===== src/sv/prs_pkg.sv =====
package prs_pkg;

  // Sizes
  localparam int TASKS       = 16;
  localparam int LEVELS      = 4;
  localparam int UNAGED_LVLS = 1;
  localparam int TASK_W      = 4;
  localparam int LVL_W       = 2;
  localparam int FILL_W      = 5;
  localparam int SLOT_W      = LVL_W + TASK_W;
  localparam int CNT_W       = 16;
  localparam int QNT_W       = 8;
  localparam int OP_W        = 3;
  localparam int CFG_IDX_W   = 8;
  localparam int CFG_DATA_W  = 16;

  typedef logic [TASK_W-1:0] task_t;
  typedef logic [LVL_W-1:0]  lvl_t;
  typedef logic [FILL_W-1:0] fill_t;
  typedef logic [SLOT_W-1:0] slot_t;

  localparam task_t IDLE_TASK      = TASK_W'(0);
  localparam task_t PROTECTED_TASK = TASK_W'(1);
  localparam lvl_t  LVL_TOP        = LVL_W'(LEVELS - 1);
  localparam lvl_t  LVL_AGE_TOP    = LVL_W'(LEVELS - 1 - UNAGED_LVLS);
  localparam fill_t FILL_MAX       = FILL_W'(TASKS);

  localparam logic [QNT_W-1:0] QUANTUM_RST = QNT_W'(5);
  localparam logic [CNT_W-1:0] AGING_RST   = CNT_W'(10);
  localparam logic [CNT_W-1:0] WAIT_SAT    = '1;

  // Configuration register indexes
  localparam logic [CFG_IDX_W-1:0] CFG_QUANTUM = CFG_IDX_W'(0);
  localparam logic [CFG_IDX_W-1:0] CFG_AGING   = CFG_IDX_W'(1);

  typedef enum logic [OP_W-1:0] {
    OP_TICK    = 3'd0,
    OP_READY   = 3'd1,
    OP_BLOCK   = 3'd2,
    OP_UNBLOCK = 3'd3,
    OP_TERM    = 3'd4
  } op_e;

  typedef enum logic [2:0] {
    ST_ABSENT     = 3'd0,
    ST_READY      = 3'd1,
    ST_RUNNING    = 3'd2,
    ST_BLOCKED    = 3'd3,
    ST_TERMINATED = 3'd4
  } task_st_e;

  typedef enum logic [3:0] {
    S_IDLE, S_DEC, S_SCAN_INIT, S_SCAN_RD, S_SCAN_EV, S_SCAN_END, S_SCAN_NEXT,
    S_POST, S_QUANT, S_PASS_CHK, S_PASS_RD, S_PASS_EV, S_DONE
  } ctl_state_e;

  typedef enum logic [3:0] {
    DP_NONE, DP_LOAD, DP_DECODE, DP_SCAN_INIT, DP_SCAN_RD, DP_SCAN_EV, DP_SCAN_END,
    DP_SCAN_NEXT, DP_POST, DP_QUANT, DP_PASS_CHK, DP_PASS_RD, DP_PASS_EV, DP_OUT
  } dp_op_e;

  typedef enum logic {
    SCAN_AGE,
    SCAN_UNLINK
  } scan_mode_e;

  typedef struct packed {
    dp_op_e op;
    logic   unlink;
  } prs_cmd_t;

  typedef struct packed {
    logic refuse;
    logic is_tick;
    logic is_bt;
    logic is_block;
    logic needs_unlink;
    logic lvl_empty;
    logic scan_last;
    logic age_last;
    logic spend;
    logic pass_bottom;
    logic pass_hit;
    logic run_hit;
    logic out_free;
  } prs_sts_t;

  // Queue slot address: level row, ring position head + offset
  function automatic slot_t slot_addr(lvl_t l, task_t head, fill_t off);
    task_t pos;
    pos = head + off[TASK_W-1:0];
    return {l, pos};
  endfunction

endpackage


===== src/sv/prs_ifs.sv =====
interface prs_in_if;
  import prs_pkg::*;
  logic                valid;
  logic                ready;
  logic [OP_W-1:0]     opcode;
  logic [TASK_W-1:0]   task_id;
  logic [LVL_W-1:0]    level;
  modport source (output valid, opcode, task_id, level, input ready);
  modport sink   (input valid, opcode, task_id, level, output ready);
endinterface

interface prs_out_if;
  import prs_pkg::*;
  logic              valid;
  logic              ready;
  logic [TASK_W-1:0] current_task;
  logic              switched;
  logic              status;
  modport source (output valid, current_task, switched, status, input ready);
  modport sink   (input valid, current_task, switched, status, output ready);
endinterface

interface prs_cfg_if;
  import prs_pkg::*;
  logic                  valid;
  logic                  ready;
  logic [CFG_IDX_W-1:0]  index;
  logic [CFG_DATA_W-1:0] data;
  modport source (output valid, index, data, input ready);
  modport sink   (input valid, index, data, output ready);
endinterface


===== src/sv/prs_dp.sv =====
module prs_dp (
  input  logic                             clk_i,
  input  logic                             rst_ni,
  input  prs_pkg::prs_cmd_t                cmd_i,
  output prs_pkg::prs_sts_t                sts_o,
  input  logic [prs_pkg::OP_W-1:0]         opcode_i,
  input  prs_pkg::task_t                   task_id_i,
  input  prs_pkg::lvl_t                    level_i,
  input  logic                             cfg_valid_i,
  input  logic [prs_pkg::CFG_IDX_W-1:0]    cfg_index_i,
  input  logic [prs_pkg::CFG_DATA_W-1:0]   cfg_data_i,
  output logic                             out_valid_o,
  input  logic                             out_ready_i,
  output prs_pkg::task_t                   current_task_o,
  output logic                             switched_o,
  output logic                             status_o
);
  import prs_pkg::*;

  // Event registers
  logic [OP_W-1:0] op_q;
  task_t           id_q;
  lvl_t            lv_q;

  // Per-task state
  task_st_e         status_q [TASKS];
  lvl_t             level_q  [TASKS];
  logic [CNT_W-1:0] wait_q   [TASKS];

  // Queue bookkeeping and slot memory
  task_t head_q [LEVELS];
  fill_t fill_q [LEVELS];
  task_t slots  [TASKS*LEVELS];

  task_t            run_q;
  logic [QNT_W-1:0] qleft_q, qticks_q;
  logic [CNT_W-1:0] alimit_q;

  // Scan counters and read data
  lvl_t  lvl_q;
  fill_t i_q, k_q, n_q;
  task_t rd_q;
  logic  sw_q, refused_q;

  logic  out_valid_q, out_sw_q, out_st_q;
  task_t out_task_q;

  task_st_e         st_id, st_v;
  lvl_t             lvl_id, lv_sat;
  logic             id_ok, refuse, elig, promote, live, spend;
  logic [CNT_W-1:0] winc;
  task_t            v, r;
  logic             push_en, push_ok, compact_en, mem_we, rd_en;
  lvl_t             push_lvl;
  task_t            push_task;
  slot_t            mem_wa, rd_a;
  task_t            mem_wd;

  assign st_id  = status_q[id_q];
  assign lvl_id = level_q[id_q];
  assign id_ok  = id_q != IDLE_TASK;
  assign lv_sat = (level_i > LVL_TOP) ? LVL_TOP : level_i;

  // Refusal rules per opcode
  always_comb begin
    unique case (op_q)
      OP_TICK:    refuse = 1'b0;
      OP_READY:   refuse = !id_ok || !(st_id == ST_ABSENT || st_id == ST_TERMINATED);
      OP_BLOCK:   refuse = !id_ok || id_q == PROTECTED_TASK || st_id == ST_ABSENT ||
                           st_id == ST_BLOCKED || st_id == ST_TERMINATED;
      OP_UNBLOCK: refuse = !id_ok || id_q == PROTECTED_TASK || st_id != ST_BLOCKED;
      OP_TERM:    refuse = !id_ok || st_id == ST_ABSENT || st_id == ST_TERMINATED;
      default:    refuse = 1'b1;
    endcase
  end

  // Entry just read from a queue
  assign v       = rd_q;
  assign st_v    = status_q[v];
  assign elig    = v != IDLE_TASK && st_v == ST_READY;
  assign winc    = (wait_q[v] == WAIT_SAT) ? WAIT_SAT : wait_q[v] + CNT_W'(1);
  assign promote = elig && winc >= alimit_q;

  // Running task quantum
  assign r     = run_q;
  assign live  = r != IDLE_TASK && status_q[r] == ST_RUNNING;
  assign spend = live && qleft_q > QNT_W'(1);

  // Tail pushes
  always_comb begin
    push_en   = 1'b0;
    push_lvl  = lv_q;
    push_task = id_q;
    case (cmd_i.op)
      DP_DECODE: begin
        if (!refuse && op_q == OP_READY) begin
          push_en = 1'b1;
        end else if (!refuse && op_q == OP_UNBLOCK) begin
          push_en  = 1'b1;
          push_lvl = lvl_id;
        end
      end
      DP_SCAN_EV: begin
        if (!cmd_i.unlink && promote) begin
          push_en   = 1'b1;
          push_lvl  = LVL_TOP;
          push_task = v;
        end
      end
      DP_QUANT: begin
        if (live && !spend) begin
          push_en   = 1'b1;
          push_lvl  = level_q[r];
          push_task = r;
        end
      end
      default: push_en = 1'b0;
    endcase
  end

  assign push_ok    = push_en && fill_q[push_lvl] < FILL_MAX;
  assign compact_en = cmd_i.op == DP_SCAN_EV && (cmd_i.unlink ? v != id_q : !promote);
  assign mem_we     = push_ok || compact_en;
  assign mem_wa     = compact_en ? slot_addr(lvl_q, head_q[lvl_q], k_q)
                                 : slot_addr(push_lvl, head_q[push_lvl], fill_q[push_lvl]);
  assign mem_wd     = compact_en ? v : push_task;
  assign rd_en      = cmd_i.op == DP_SCAN_RD || cmd_i.op == DP_PASS_RD;
  assign rd_a       = slot_addr(lvl_q, head_q[lvl_q],
                                (cmd_i.op == DP_SCAN_RD) ? i_q : '0);

  // Slot memory: one write, one registered read
  always_ff @(posedge clk_i) begin
    if (mem_we) begin
      slots[mem_wa] <= mem_wd;
    end
    if (rd_en) begin
      rd_q <= slots[rd_a];
    end
  end

  // Scheduler state
  always_ff @(posedge clk_i or negedge rst_ni) begin
    if (!rst_ni) begin
      for (int t = 0; t < TASKS; t++) begin
        status_q[t] <= ST_ABSENT;
        level_q[t]  <= '0;
        wait_q[t]   <= '0;
      end
      for (int q = 0; q < LEVELS; q++) begin
        head_q[q] <= '0;
        fill_q[q] <= '0;
      end
      run_q     <= IDLE_TASK;
      qleft_q   <= QUANTUM_RST;
      qticks_q  <= QUANTUM_RST;
      alimit_q  <= AGING_RST;
      lvl_q     <= '0;
      i_q       <= '0;
      k_q       <= '0;
      n_q       <= '0;
      sw_q      <= 1'b0;
      refused_q <= 1'b0;
      op_q      <= '0;
      id_q      <= '0;
      lv_q      <= '0;
    end else begin
      case (cmd_i.op)
        DP_LOAD: begin
          op_q <= opcode_i;
          id_q <= task_id_i;
          lv_q <= lv_sat;
        end
        DP_DECODE: begin
          refused_q <= refuse;
          sw_q      <= 1'b0;
          lvl_q     <= (op_q == OP_TICK) ? '0 : lvl_id;
          if (!refuse && op_q == OP_READY) begin
            level_q[id_q]  <= lv_q;
            wait_q[id_q]   <= '0;
            status_q[id_q] <= ST_READY;
          end else if (!refuse && op_q == OP_UNBLOCK) begin
            status_q[id_q] <= ST_READY;
          end
        end
        DP_SCAN_INIT: begin
          n_q <= fill_q[lvl_q];
          i_q <= '0;
          k_q <= '0;
        end
        DP_SCAN_EV: begin
          i_q <= i_q + FILL_W'(1);
          if (compact_en) begin
            k_q <= k_q + FILL_W'(1);
          end
          if (!cmd_i.unlink) begin
            if (promote) begin
              wait_q[v]  <= '0;
              level_q[v] <= LVL_TOP;
            end else if (elig) begin
              wait_q[v] <= winc;
            end
          end
        end
        DP_SCAN_END:  fill_q[lvl_q] <= k_q;
        DP_SCAN_NEXT: lvl_q <= lvl_q + LVL_W'(1);
        DP_POST: begin
          lvl_q <= '0;
          if (op_q == OP_BLOCK) begin
            status_q[id_q] <= ST_BLOCKED;
            wait_q[id_q]   <= '0;
          end else begin
            status_q[id_q] <= ST_TERMINATED;
            if (run_q == id_q) begin
              run_q <= IDLE_TASK;
            end
          end
        end
        DP_QUANT: begin
          lvl_q <= LVL_TOP;
          if (spend) begin
            qleft_q <= qleft_q - QNT_W'(1);
          end else if (live) begin
            status_q[r] <= ST_READY;
          end
        end
        DP_PASS_CHK: begin
          if (fill_q[lvl_q] == '0) begin
            if (lvl_q == '0) begin
              run_q   <= IDLE_TASK;
              qleft_q <= qticks_q;
              sw_q    <= 1'b1;
            end else begin
              lvl_q <= lvl_q - LVL_W'(1);
            end
          end
        end
        DP_PASS_RD: begin
          head_q[lvl_q] <= head_q[lvl_q] + TASK_W'(1);
          fill_q[lvl_q] <= fill_q[lvl_q] - FILL_W'(1);
        end
        DP_PASS_EV: begin
          if (elig) begin
            status_q[v] <= ST_RUNNING;
            wait_q[v]   <= '0;
            run_q       <= v;
            qleft_q     <= qticks_q;
            sw_q        <= 1'b1;
          end
        end
        default: ;
      endcase
      if (push_ok) begin
        fill_q[push_lvl] <= fill_q[push_lvl] + FILL_W'(1);
      end
      // Register writes
      if (cfg_valid_i) begin
        if (cfg_index_i == CFG_QUANTUM) begin
          qticks_q <= cfg_data_i[QNT_W-1:0];
        end else if (cfg_index_i == CFG_AGING) begin
          alimit_q <= cfg_data_i;
        end
      end
    end
  end

  // Result register
  always_ff @(posedge clk_i or negedge rst_ni) begin
    if (!rst_ni) begin
      out_valid_q <= 1'b0;
    end else if (cmd_i.op == DP_OUT) begin
      out_valid_q <= 1'b1;
    end else if (out_ready_i) begin
      out_valid_q <= 1'b0;
    end
  end

  always_ff @(posedge clk_i) begin
    if (cmd_i.op == DP_OUT) begin
      out_task_q <= run_q;
      out_sw_q   <= sw_q;
      out_st_q   <= refused_q;
    end
  end

  assign out_valid_o    = out_valid_q;
  assign current_task_o = out_task_q;
  assign switched_o     = out_sw_q;
  assign status_o       = out_st_q;

  // Status to controller
  assign sts_o.refuse       = refuse;
  assign sts_o.is_tick      = op_q == OP_TICK;
  assign sts_o.is_bt        = op_q == OP_BLOCK || op_q == OP_TERM;
  assign sts_o.is_block     = op_q == OP_BLOCK;
  assign sts_o.needs_unlink = st_id == ST_READY;
  assign sts_o.lvl_empty    = fill_q[lvl_q] == '0;
  assign sts_o.scan_last    = (i_q + FILL_W'(1)) == n_q;
  assign sts_o.age_last     = lvl_q == LVL_AGE_TOP;
  assign sts_o.spend        = spend;
  assign sts_o.pass_bottom  = lvl_q == '0;
  assign sts_o.pass_hit     = elig;
  assign sts_o.run_hit      = run_q == id_q;
  assign sts_o.out_free     = !out_valid_q || out_ready_i;

endmodule


===== src/sv/prs_ctrl.sv =====
module prs_ctrl (
  input  logic              clk_i,
  input  logic              rst_ni,
  input  logic              in_valid_i,
  output logic              in_ready_o,
  input  prs_pkg::prs_sts_t sts_i,
  output prs_pkg::prs_cmd_t cmd_o
);
  import prs_pkg::*;

  ctl_state_e state_q, state_d;
  scan_mode_e mode_q, mode_d;

  always_ff @(posedge clk_i or negedge rst_ni) begin
    if (!rst_ni) begin
      state_q <= S_IDLE;
      mode_q  <= SCAN_AGE;
    end else begin
      state_q <= state_d;
      mode_q  <= mode_d;
    end
  end

  // Next state and datapath commands
  always_comb begin
    state_d       = state_q;
    mode_d        = mode_q;
    cmd_o.op      = DP_NONE;
    cmd_o.unlink  = mode_q == SCAN_UNLINK;
    in_ready_o    = 1'b0;
    unique case (state_q)
      S_IDLE: begin
        in_ready_o = 1'b1;
        if (in_valid_i) begin
          cmd_o.op = DP_LOAD;
          state_d  = S_DEC;
        end
      end
      S_DEC: begin
        cmd_o.op = DP_DECODE;
        if (sts_i.refuse) begin
          state_d = S_DONE;
        end else if (sts_i.is_tick) begin
          mode_d  = SCAN_AGE;
          state_d = S_SCAN_INIT;
        end else if (sts_i.is_bt) begin
          mode_d  = SCAN_UNLINK;
          state_d = sts_i.needs_unlink ? S_SCAN_INIT : S_POST;
        end else begin
          state_d = S_DONE;
        end
      end
      S_SCAN_INIT: begin
        cmd_o.op = DP_SCAN_INIT;
        state_d  = sts_i.lvl_empty ? S_SCAN_NEXT : S_SCAN_RD;
      end
      S_SCAN_RD: begin
        cmd_o.op = DP_SCAN_RD;
        state_d  = S_SCAN_EV;
      end
      S_SCAN_EV: begin
        cmd_o.op = DP_SCAN_EV;
        state_d  = sts_i.scan_last ? S_SCAN_END : S_SCAN_RD;
      end
      S_SCAN_END: begin
        cmd_o.op = DP_SCAN_END;
        state_d  = S_SCAN_NEXT;
      end
      S_SCAN_NEXT: begin
        cmd_o.op = DP_SCAN_NEXT;
        if (mode_q == SCAN_UNLINK) begin
          state_d = S_POST;
        end else begin
          state_d = sts_i.age_last ? S_QUANT : S_SCAN_INIT;
        end
      end
      S_POST: begin
        cmd_o.op = DP_POST;
        if (sts_i.is_block && sts_i.run_hit) begin
          mode_d  = SCAN_AGE;
          state_d = S_SCAN_INIT;
        end else begin
          state_d = S_DONE;
        end
      end
      S_QUANT: begin
        cmd_o.op = DP_QUANT;
        state_d  = sts_i.spend ? S_DONE : S_PASS_CHK;
      end
      S_PASS_CHK: begin
        cmd_o.op = DP_PASS_CHK;
        if (!sts_i.lvl_empty) begin
          state_d = S_PASS_RD;
        end else if (sts_i.pass_bottom) begin
          state_d = S_DONE;
        end
      end
      S_PASS_RD: begin
        cmd_o.op = DP_PASS_RD;
        state_d  = S_PASS_EV;
      end
      S_PASS_EV: begin
        cmd_o.op = DP_PASS_EV;
        state_d  = sts_i.pass_hit ? S_DONE : S_PASS_CHK;
      end
      S_DONE: begin
        if (sts_i.out_free) begin
          cmd_o.op = DP_OUT;
          state_d  = S_IDLE;
        end
      end
      default: state_d = S_IDLE;
    endcase
  end

endmodule


===== src/sv/priority_rr_scheduler_aging_unit.sv =====
// Multilevel round-robin task scheduler with aging: one event beat in, one result beat out.
// Work is sequenced one event at a time by a controller over a queue slot memory with one
// write port and one registered read port, so each event is finished before the next is
// accepted. Block or terminate of a queued task first scans its queue to unlink it; a tick
// ages the waiting tasks in the lower levels and, once the quantum runs out, runs a pass that
// searches the levels and pops queue entries; blocking the running task adds a tick's
// sequence. The result register frees the input side, so the next event is taken while a
// result waits. Configuration writes are always ready.
module priority_rr_scheduler_aging_unit (
  input logic       clk_i,
  input logic       rst_ni,
  prs_in_if.sink    in_if,
  prs_out_if.source out_if,
  prs_cfg_if.sink   cfg_if
);
  import prs_pkg::*;

  prs_cmd_t cmd;
  prs_sts_t sts;

  assign cfg_if.ready = 1'b1;

  prs_ctrl u_ctrl (
    .clk_i      (clk_i),
    .rst_ni     (rst_ni),
    .in_valid_i (in_if.valid),
    .in_ready_o (in_if.ready),
    .sts_i      (sts),
    .cmd_o      (cmd)
  );

  prs_dp u_dp (
    .clk_i          (clk_i),
    .rst_ni         (rst_ni),
    .cmd_i          (cmd),
    .sts_o          (sts),
    .opcode_i       (in_if.opcode),
    .task_id_i      (in_if.task_id),
    .level_i        (in_if.level),
    .cfg_valid_i    (cfg_if.valid),
    .cfg_index_i    (cfg_if.index),
    .cfg_data_i     (cfg_if.data),
    .out_valid_o    (out_if.valid),
    .out_ready_i    (out_if.ready),
    .current_task_o (out_if.current_task),
    .switched_o     (out_if.switched),
    .status_o       (out_if.status)
  );

  // One event in flight: after an input beat the input side closes
  a_one_event: assert property (@(posedge clk_i) disable iff (!rst_ni)
    in_if.valid && in_if.ready |=> !in_if.ready)
    else $error("input taken while an event is in flight");

  // A result beat only appears after the controller loads the result register
  a_out_source: assert property (@(posedge clk_i) disable iff (!rst_ni)
    $rose(out_if.valid) |-> $past(cmd.op == DP_OUT))
    else $error("result valid without a load");

  // A refused event never reports a scheduling pass
  a_refused_no_switch: assert property (@(posedge clk_i) disable iff (!rst_ni)
    out_if.valid && out_if.status |-> !out_if.switched)
    else $error("refused event reports a switch");

endmodule


===== src/flat_wrapper.sv =====
// flat-port wrapper written by rule: the top's interface ports become plain ports
module priority_rr_scheduler_aging_unit_flat import prs_pkg::*;
  (clk_i, rst_ni, in_if_valid, in_if_opcode, in_if_task_id, in_if_level, in_if_ready, out_if_valid, out_if_current_task, out_if_switched, out_if_status, out_if_ready, cfg_if_valid, cfg_if_index, cfg_if_data, cfg_if_ready);
  prs_in_if in_if_i ();
  prs_out_if out_if_i ();
  prs_cfg_if cfg_if_i ();
  input logic clk_i;
  input logic rst_ni;
  input wire logic [$bits(in_if_i.valid)-1:0] in_if_valid;
  input wire logic [$bits(in_if_i.opcode)-1:0] in_if_opcode;
  input wire logic [$bits(in_if_i.task_id)-1:0] in_if_task_id;
  input wire logic [$bits(in_if_i.level)-1:0] in_if_level;
  output wire logic [$bits(in_if_i.ready)-1:0] in_if_ready;
  output wire logic [$bits(out_if_i.valid)-1:0] out_if_valid;
  output wire logic [$bits(out_if_i.current_task)-1:0] out_if_current_task;
  output wire logic [$bits(out_if_i.switched)-1:0] out_if_switched;
  output wire logic [$bits(out_if_i.status)-1:0] out_if_status;
  input wire logic [$bits(out_if_i.ready)-1:0] out_if_ready;
  input wire logic [$bits(cfg_if_i.valid)-1:0] cfg_if_valid;
  input wire logic [$bits(cfg_if_i.index)-1:0] cfg_if_index;
  input wire logic [$bits(cfg_if_i.data)-1:0] cfg_if_data;
  output wire logic [$bits(cfg_if_i.ready)-1:0] cfg_if_ready;
  assign in_if_i.valid = in_if_valid;
  assign in_if_i.opcode = in_if_opcode;
  assign in_if_i.task_id = in_if_task_id;
  assign in_if_i.level = in_if_level;
  assign in_if_ready = in_if_i.ready;
  assign out_if_valid = out_if_i.valid;
  assign out_if_current_task = out_if_i.current_task;
  assign out_if_switched = out_if_i.switched;
  assign out_if_status = out_if_i.status;
  assign out_if_i.ready = out_if_ready;
  assign cfg_if_i.valid = cfg_if_valid;
  assign cfg_if_i.index = cfg_if_index;
  assign cfg_if_i.data = cfg_if_data;
  assign cfg_if_ready = cfg_if_i.ready;
  priority_rr_scheduler_aging_unit u_core (.clk_i(clk_i), .rst_ni(rst_ni), .in_if(in_if_i), .out_if(out_if_i), .cfg_if(cfg_if_i));
endmodule

===== config.mk =====
export PLATFORM = sky130hd
export DESIGN_NAME = priority_rr_scheduler_aging_unit_flat
export DESIGN_NICKNAME = d
export VERILOG_FILES = /design/src/sv/prs_pkg.sv /design/src/sv/prs_ifs.sv /design/src/sv/prs_dp.sv /design/src/sv/prs_ctrl.sv /design/src/sv/priority_rr_scheduler_aging_unit.sv /design/src/flat_wrapper.sv
export SDC_FILE = /design/constraint.sdc
export NUM_CORES = 2
export LEC_CHECK = 0
export CORE_MARGIN = 2
export CORE_UTILIZATION = 39
export DETAILED_ROUTE_END_ITERATION = 16
export DONT_BUFFER_PORTS = 1
export GPL_ROUTABILITY_DRIVEN = 0
export SYNTH_ARGS = -nofsm -noshare
export SYNTH_HDL_FRONTEND = slang
export SYNTH_HIERARCHICAL = 1
export SYNTH_SLANG_ARGS = --single-unit

===== constraint.sdc =====
create_clock -name clk_i -period 10.75 [get_ports clk_i]
set_input_delay 0 -clock clk_i [delete_from_list [all_inputs] [get_ports clk_i]]
set_output_delay 0 -clock clk_i [all_outputs]
set_load 0.1 [all_outputs]

**Word-level counts from Yosys, hierarchy flattened**

Memory sizes are Yosys's and may differ from the RTL's. A register that Yosys moved wholly into a read port is not among the register bits.
Cells that the tools add are included.

- Flip-flop bits (word level): 448
- Latch bits: 0
- Memory bits (writable): 256
- Bits in read-only memories: 0
- Word-level logic and storage cells: 406
- Memories: 1

Memories:

| memory | depth | bits a word | rd ports | clocked after memory_dff | write ports | RTL line | text |
|---|---|---|---|---|---|---|---|
| u_core.u_dp.slots | 64 | 4 | 1 | 1 | 1 | prs_dp.sv:33 | `task_t slots [TASKS*LEVELS];` |

- Add/subtract/negate cells: 12
- $mul: 0
- Div/mod/pow operators: 0
- Order comparisons: 14
- Equality and inequality tests: 64
- Shift operators: 0
- Multiplexer cells: 147
- Bitwise operators: 26
- Reduce and logical (&&, ||, !) cells: 67

Operators with widths:

| kind | count |
|---|---|
| 256-bit 2-to-1 mux | 6 |
| 256-bit case mux with 4 select lines | 1 |
| 256-bit AND | 2 |
| 256-bit NOT | 2 |
| 48-bit 2-to-1 mux | 6 |
| 256-bit bitwise mux | 1 |
| 48-bit case mux with 4 select lines | 1 |
| 32-bit AND | 4 |
| 16-bit demux with 4-bit select | 2 |
| 32-bit NOT | 4 |
| 4-bit case mux with 13 select lines | 2 |
| 4-bit 2-to-1 mux | 25 |
| 32-bit 2-to-1 mux | 3 |
| 16-bit 2-to-1 mux | 5 |
| 16-bit binary-select mux with 4-bit select | 1 |
| 16-bit bitwise OR | 4 |
| 32-bit bitwise OR | 2 |
| 32-bit case mux with 2 select lines | 1 |
| 20-bit bitwise mux | 3 |
| 4-bit equality test, second input constant | 11 |
| 3-bit 2-to-1 mux | 14 |
| 20-bit case mux with 2 select lines | 1 |
| 3-bit binary-select mux with 4-bit select | 3 |
| 3-bit demux with 4-bit select | 3 |
| 78 further kinds | 223 |

**Depth between registers and ports, before layout**

- Depth in word-level cells: 23
- Depth in mapped cells: 39
- Mapped depth without buffers: 28

**By module**

The synthesis kept the hierarchy.

By module, submodules not included:

| module | times used | cells an instance | area an instance (um^2) |
|---|---|---|---|
| prs_dp | 1 | 2,951 | 35,201.3 |
| prs_ctrl | 1 | 85 | 618.1 |
| priority_rr_scheduler_aging_unit | 1 | 2 | 11.3 |

**Least setup slack after synthesis**

Ideal clock, no wire load.

- Path kind: register to register
- Start point: register u_core.u_dp.rd_q[0], read port of u_core.u_dp.slots
- End point: memory u_core/u_dp/slots[0][3] in the netlist's numbering, data pin
- Arrival: 8.181 ns
- Setup slack: 1.867 ns
- Stages on the path, launching flop included: 30
- Path buffers: 10
- Clock period less this slack: 8.883 ns
- Cells stage by stage: edfxtp_1 -> buf_6 -> buf_6 -> buf_6 -> buf_6 -> buf_6 -> buf_2 -> mux4_2 -> mux4_2 -> ha_1 -> and2_1 -> inv_1 -> nor2_1 -> and3_1 -> clkbuf_1 -> nand2_1 -> and2_0 -> clkbuf_1 -> inv_1 -> ha_1 -> a21oi_1 -> or3_1 -> o211ai_1 -> a211o_1 -> nand2_1 -> o21ai_0 -> nor2_1 -> clkbuf_1 -> clkbuf_1 -> o21ai_0

- Word-level cells in the longest chain between the ends: 12

Ends and longest elaborated chain:

| element | RTL line | text |
|---|---|---|
| start: declaration | prs_dp.sv:42 | `task_t rd_q;` |
| 4-bit NOT with 5-bit output (not written as such) | prs_dp.sv:79, prs_dp.sv:81 |  |
| 16-bit binary-select mux with 4-bit select | prs_dp.sv:81 | `assign winc = (wait_q[v] == WAIT_SAT) ? WAIT_SAT : wait_q[v] + CNT_W'(1);` |
| 16-bit 2-to-1 mux (not written as such) (2 in a row) | prs_dp.sv:81 |  |
| 16-bit by 1-bit adder with 16-bit output or 16-bit equality test (tied branches) | prs_dp.sv:81 |  |
| 16-bit 2-to-1 mux | prs_dp.sv:81 |  |
| 16-bit >= comparator | prs_dp.sv:82 | `assign promote = elig && winc >= alimit_q;` |
| 1-bit logical AND | prs_dp.sv:82 |  |
| 1-bit logical AND or 1-bit zero test (tied branches) | prs_dp.sv:104, prs_dp.sv:122 |  |
| 4-bit 2-to-1 mux or 1-bit 2-to-1 mux (tied branches) | prs_dp.sv:104, prs_dp.sv:122 |  |
| 4-bit case mux with 2 select lines or 1-bit logical AND (tied branches) | prs_dp.sv:94, prs_dp.sv:122 |  |
| 4-bit 2-to-1 mux * | prs_dp.sv:126 | `assign mem_wd = compact_en ? v : push_task;` |
| named net u_core.u_dp.mem_wd[3] | prs_dp.sv:57 | `task_t mem_wd;` |
| end: declaration | prs_dp.sv:33 |  |

Mark *: on every way through the listed nets, which the timed path passes. The rest lies on a longest branch. The select of a mux whose other input is x is not followed.

**Final worst setup path**

- Start point: register u_core.u_dp.rd_q[0], read port of u_core.u_dp.slots
- End point: memory u_core/u_dp/slots[12][3] in the netlist's numbering (enable)

- Word-level cells in the longest chain between the ends: 20

Ends and longest elaborated chain:

| element | RTL line | text |
|---|---|---|
| 4-bit NOT with 5-bit output (not written as such) | prs_dp.sv:79, prs_dp.sv:81 |  |
| 16-bit binary-select mux with 4-bit select | prs_dp.sv:81 |  |
| 16-bit 2-to-1 mux (not written as such) (2 in a row) | prs_dp.sv:81 |  |
| 16-bit by 1-bit adder with 16-bit output or 16-bit equality test (tied branches) | prs_dp.sv:81 |  |
| 16-bit 2-to-1 mux | prs_dp.sv:81 |  |
| 16-bit >= comparator | prs_dp.sv:82 |  |
| 1-bit logical AND | prs_dp.sv:82 |  |
| 1-bit logical AND | prs_dp.sv:104 | `if (!cmd_i.unlink && promote) begin` |
| (+2 left out) | - |  |
| 2-bit NOT with 3-bit output (not written as such) | prs_dp.sv:121, prs_dp.sv:125 |  |
| 5-bit binary-select mux with 2-bit select | prs_dp.sv:121, prs_dp.sv:125 |  |
| 5-bit 2-to-1 mux (not written as such) (2 in a row) | prs_dp.sv:121 | `assign push_ok = push_en && fill_q[push_lvl] < FILL_MAX;` |
| 5-bit less-than comparator | prs_dp.sv:121 |  |
| 1-bit logical AND | prs_dp.sv:121 |  |
| 1-bit logical OR | prs_dp.sv:123 | `assign mem_we = push_ok \|\| compact_en;` |
| 1-bit 2-to-1 mux | prs_dp.sv:133 | `if (mem_we) begin` |
| 1-bit 2-to-1 mux (not written as such) | prs_dp.sv:134 | `slots[mem_wa] <= mem_wd;` |

Several ways; a longest one is shown, not always the timed one. The select of a mux whose other input is x is not followed.

==> metrics.csv <==
metric;value;unit
row count;111;
crit path capture;u_core/u_dp/slots[12][3];
post-synthesis xor/xnor area fraction;0.0134;
fill count;8351;
Num CTS Buffers;77;
share of cells above drive strength 1;0.156;
crit path kind;reg -> reg;
Die H;307;microns
synthesis-to-finish area growth;11.4;%
post-CTS setup buffer count;0;
Mapped Nets;3113;
DRT iter0 DRCs;3420;
mux share of post-synthesis cell area;0.149;
TritonCTS clock tree;built;
worst r2r src;u_core/u_dp/rd_q[0];
ys async rst share;0.624;
Tot Pwr;11.4;mW
drt first pass iters;6;
fin worst setup slack;1.24;ns
Worst-Skew Late Latency;0.66;ns
EDFF count, synth;266;
number of hold buffers added after CTS;31;
number of global-route vias before repair;26095;
Final nets;3078;
Avg Cell Area, Syn;11.8;sq um
final setup skew;0.0459;ns
Primary FF master, synth;dfrtp_1;
CTS sink cnt;708;
hold crit path type;in -> reg;
die width;307;microns
main combinational cell family by area after synthesis;multiplexers;
Post-Synthesis Cells;3038;
Routed WL per cell;26.3;microns
number of antenna violations at the first check in global routing;2;
Clock Pin Slew Worst Setup and Hold Paths;0.06;ns
leading area contributor after synthesis;dfrtp_1;
flop2flop setup slack;1.24;ns
core area;91400;sq um
DRT Wirelength;112;mm
maximum vdd ir drop;0.324;mV
FF+latch area;19100;sq um
I/O Pins;47;
Global Route Usage Sum;0.237;
post-DR vias/cell;6.25;
most common cell in the netlist;nand2_1;
Core Util, Final;0.437;
worst-path fanout max;67;
Clock Tree Buf Depth;3;
area share of the leading cell type in the synthesized netlist;0.305;
reg2reg end;u_core/u_dp/slots[12][3];
I/O Buffers;0;
CTS resizes;0;
WP data arrival;9.77;ns
CP endpoint kind;flip-flop;
Slew Limit Fails;0;
Seq/Total Area, Yosys;0.532;
Synth Area in Simple Gates;0.115;
measured slew at the worst slew-check pin;1.32;ns
period utilisation layout;0.885;
largest net degree at the start of global routing;443;
library cells used by synthesis;92;
Max-slew headroom;0.117;
RSZ-0062 raised after global routing;no;
Synth Register Bits;708;
TNS Setup;0;ns
Routed Antenna Nets;0;
crit path launch;u_core/u_dp/rd_q[0];
Initial Utilization;0.392;
synth warn;6;
residual DRC count;0;
post-route insts no fill;4251;
first-pass GRT wire length;170;mm
crit path time final;9.51;ns
Crit path required time;11.01;ns
Overflow after GRT;0;
fraction of the mapped netlist area in compound gates;0.145;
worst reg-to-reg path cell count;26;
H-tree depth;3;
Post-Syn Area;35800;sq um
leakage;15.4;nW
FMAX;0.105;GHz
number of max-cap violations;0;
Final HPWL DP;71.1;mm
clock root buffer;clkbuf_16;
Commonest cells post-synth;nand2_1, dfrtp_1, edfxtp_1, o21ai_0, mux4_2;
Inst Count DP;4077;
Finish-stage setup viols;0;
PwrDens;286;nW/um^2
run status;finished, final reports clean;
die area;94300;sq um
adder-cell share of the synthesized area;0.0135;
largest cells by area after synthesis;dfrtp_1, edfxtp_1, mux4_2;
multi-input logic area;15800;sq um
total number of vias;26565;
final hold violation count;0;
Setup Slack @ Placement;1.30;ns
CP Launch Type;flip-flop;
-- cells by family after synthesis --
family | Yosys count
AND/OR/NAND/NOR | 897
adder cells (fa/ha/maj) | 37
flip-flops | 708
other | 1
multiplexers | 278
XOR/XNOR | 55
buffers and inverters | 253
AO/OA/AOI/OAI | 809
-- per-stage QoR --
| step | cell area, sq um | hold WS, ns |
|---|---|---|
| 5_1_grt | 39900 | 0.0434 |
| 4_1_cts | 39900 | 0.0140 |
| 2_1_floorplan | 35800 | -0.296 |
| 3_5_place_dp | 37000 | -0.253 |
| 6_report | 39900 | 0.0488 |
| 3_3_place_gp | 37000 | -0.251 |
-- routing by layer --
metal | global-route usage | wire length [microns]
met1 | 0.342 | 46900
met2 | 0.348 | 49300
met3 | 0.0515 | 11000
met4 | 0.0943 | 4360
met5 | 0 | 0
-- critical path, stage by stage (launching register included) --
cell and delay, ns:
edfxtp_1 0.38, buf_12 0.44, mux4_2 0.57, mux4_2 0.56
and3_1 0.23, and2_1 0.17, nand2_1 0.12, nor2_1 0.10
and3_1 0.25, nand2_1 0.33, and2_0 0.70, inv_1 0.20
ha_1 0.24, a21oi_1 0.11, or3_1 0.11, o211ai_1 0.07
a211o_1 0.36, nand3_2 0.21, o211ai_1 0.18, nor2_1 0.68
o21ai_0 0.16, mux2i_1 0.56, ha_1 0.33, fa_1 0.49
or4_1 0.54, a22o_1 0.41, nor3_1 0.57
-- how the worst min path moves through the flow --
stage / startpoint / endpoint / slack [ns] / depth (start not counted)
after floorplan: rst_ni / u_core/u_ctrl/mode_q / -0.30 / 0
after global routing: cfg_if_data[13] / u_core/u_dp/alimit_q[13] / 0.04 / 2
after detailed placement: rst_ni / u_core/u_dp/wait_q[190] / -0.25 / 0
final: in_if_level[0] / u_core/u_dp/lv_q[0] / 0.05 / 2
after global placement: rst_ni / u_core/u_dp/wait_q[254] / -0.25 / 0
after CTS: cfg_if_data[13] / u_core/u_dp/alimit_q[13] / 0.01 / 2
-- sequential cells by signal, summed over array words and instances, names as in the netlist, 8 cells and up --
name and flops:
u_core/u_dp/status_q 48, u_core/u_dp/qticks_q 8, u_core/u_dp/head_q 16, u_core/u_dp/slots 256, u_core/u_dp/fill_q 20, u_core/u_dp/qleft_q 8
u_core/u_dp/alimit_q 16, u_core/u_dp/level_q 32, u_core/u_dp/wait_q 256
-- layout by cell type (no fill, tap or decap), drive strengths merged, types with 22 or more instances in the layout --
master,instances
ha,34
clkbuf,107
a22oi,24
mux2,47
o21ai,253
buf,60
inv,53
mux2i,32
a22o,135
o211ai,30
xor2,33
dlygate4sd3,30
a31oi,44
nor2,130
and2,41
nor3,102
mux4,199
a21oi,178
nor2b,26
nand3,45
o22ai,31
nand2,443
nand2b,30
edfxtp,266
o21a,22
xnor2,22
dfrtp,436
-- report_power, final --
part | internal [mW] | switching [mW] | total (mW)
combinational | 1.74 | 3.30 | 5.04
sequential | 3.33 | 0.348 | 3.68
clock | 1.60 | 1.11 | 2.71
-- area by class of cell --
class	instances	share of cell area
Sequential cell	708	0.477
Multi-Input combinational cell	2077	0.395
Clock buffer	107	0.0549
Tap cell	1186	0.0372
Timing Repair Buffer	90	0.0214
Clock inverter	32	0.00912
Inverter	49	0.00461
Antenna cell	2	0.000125
No activity file was read; power rests on OpenSTA's default activity.
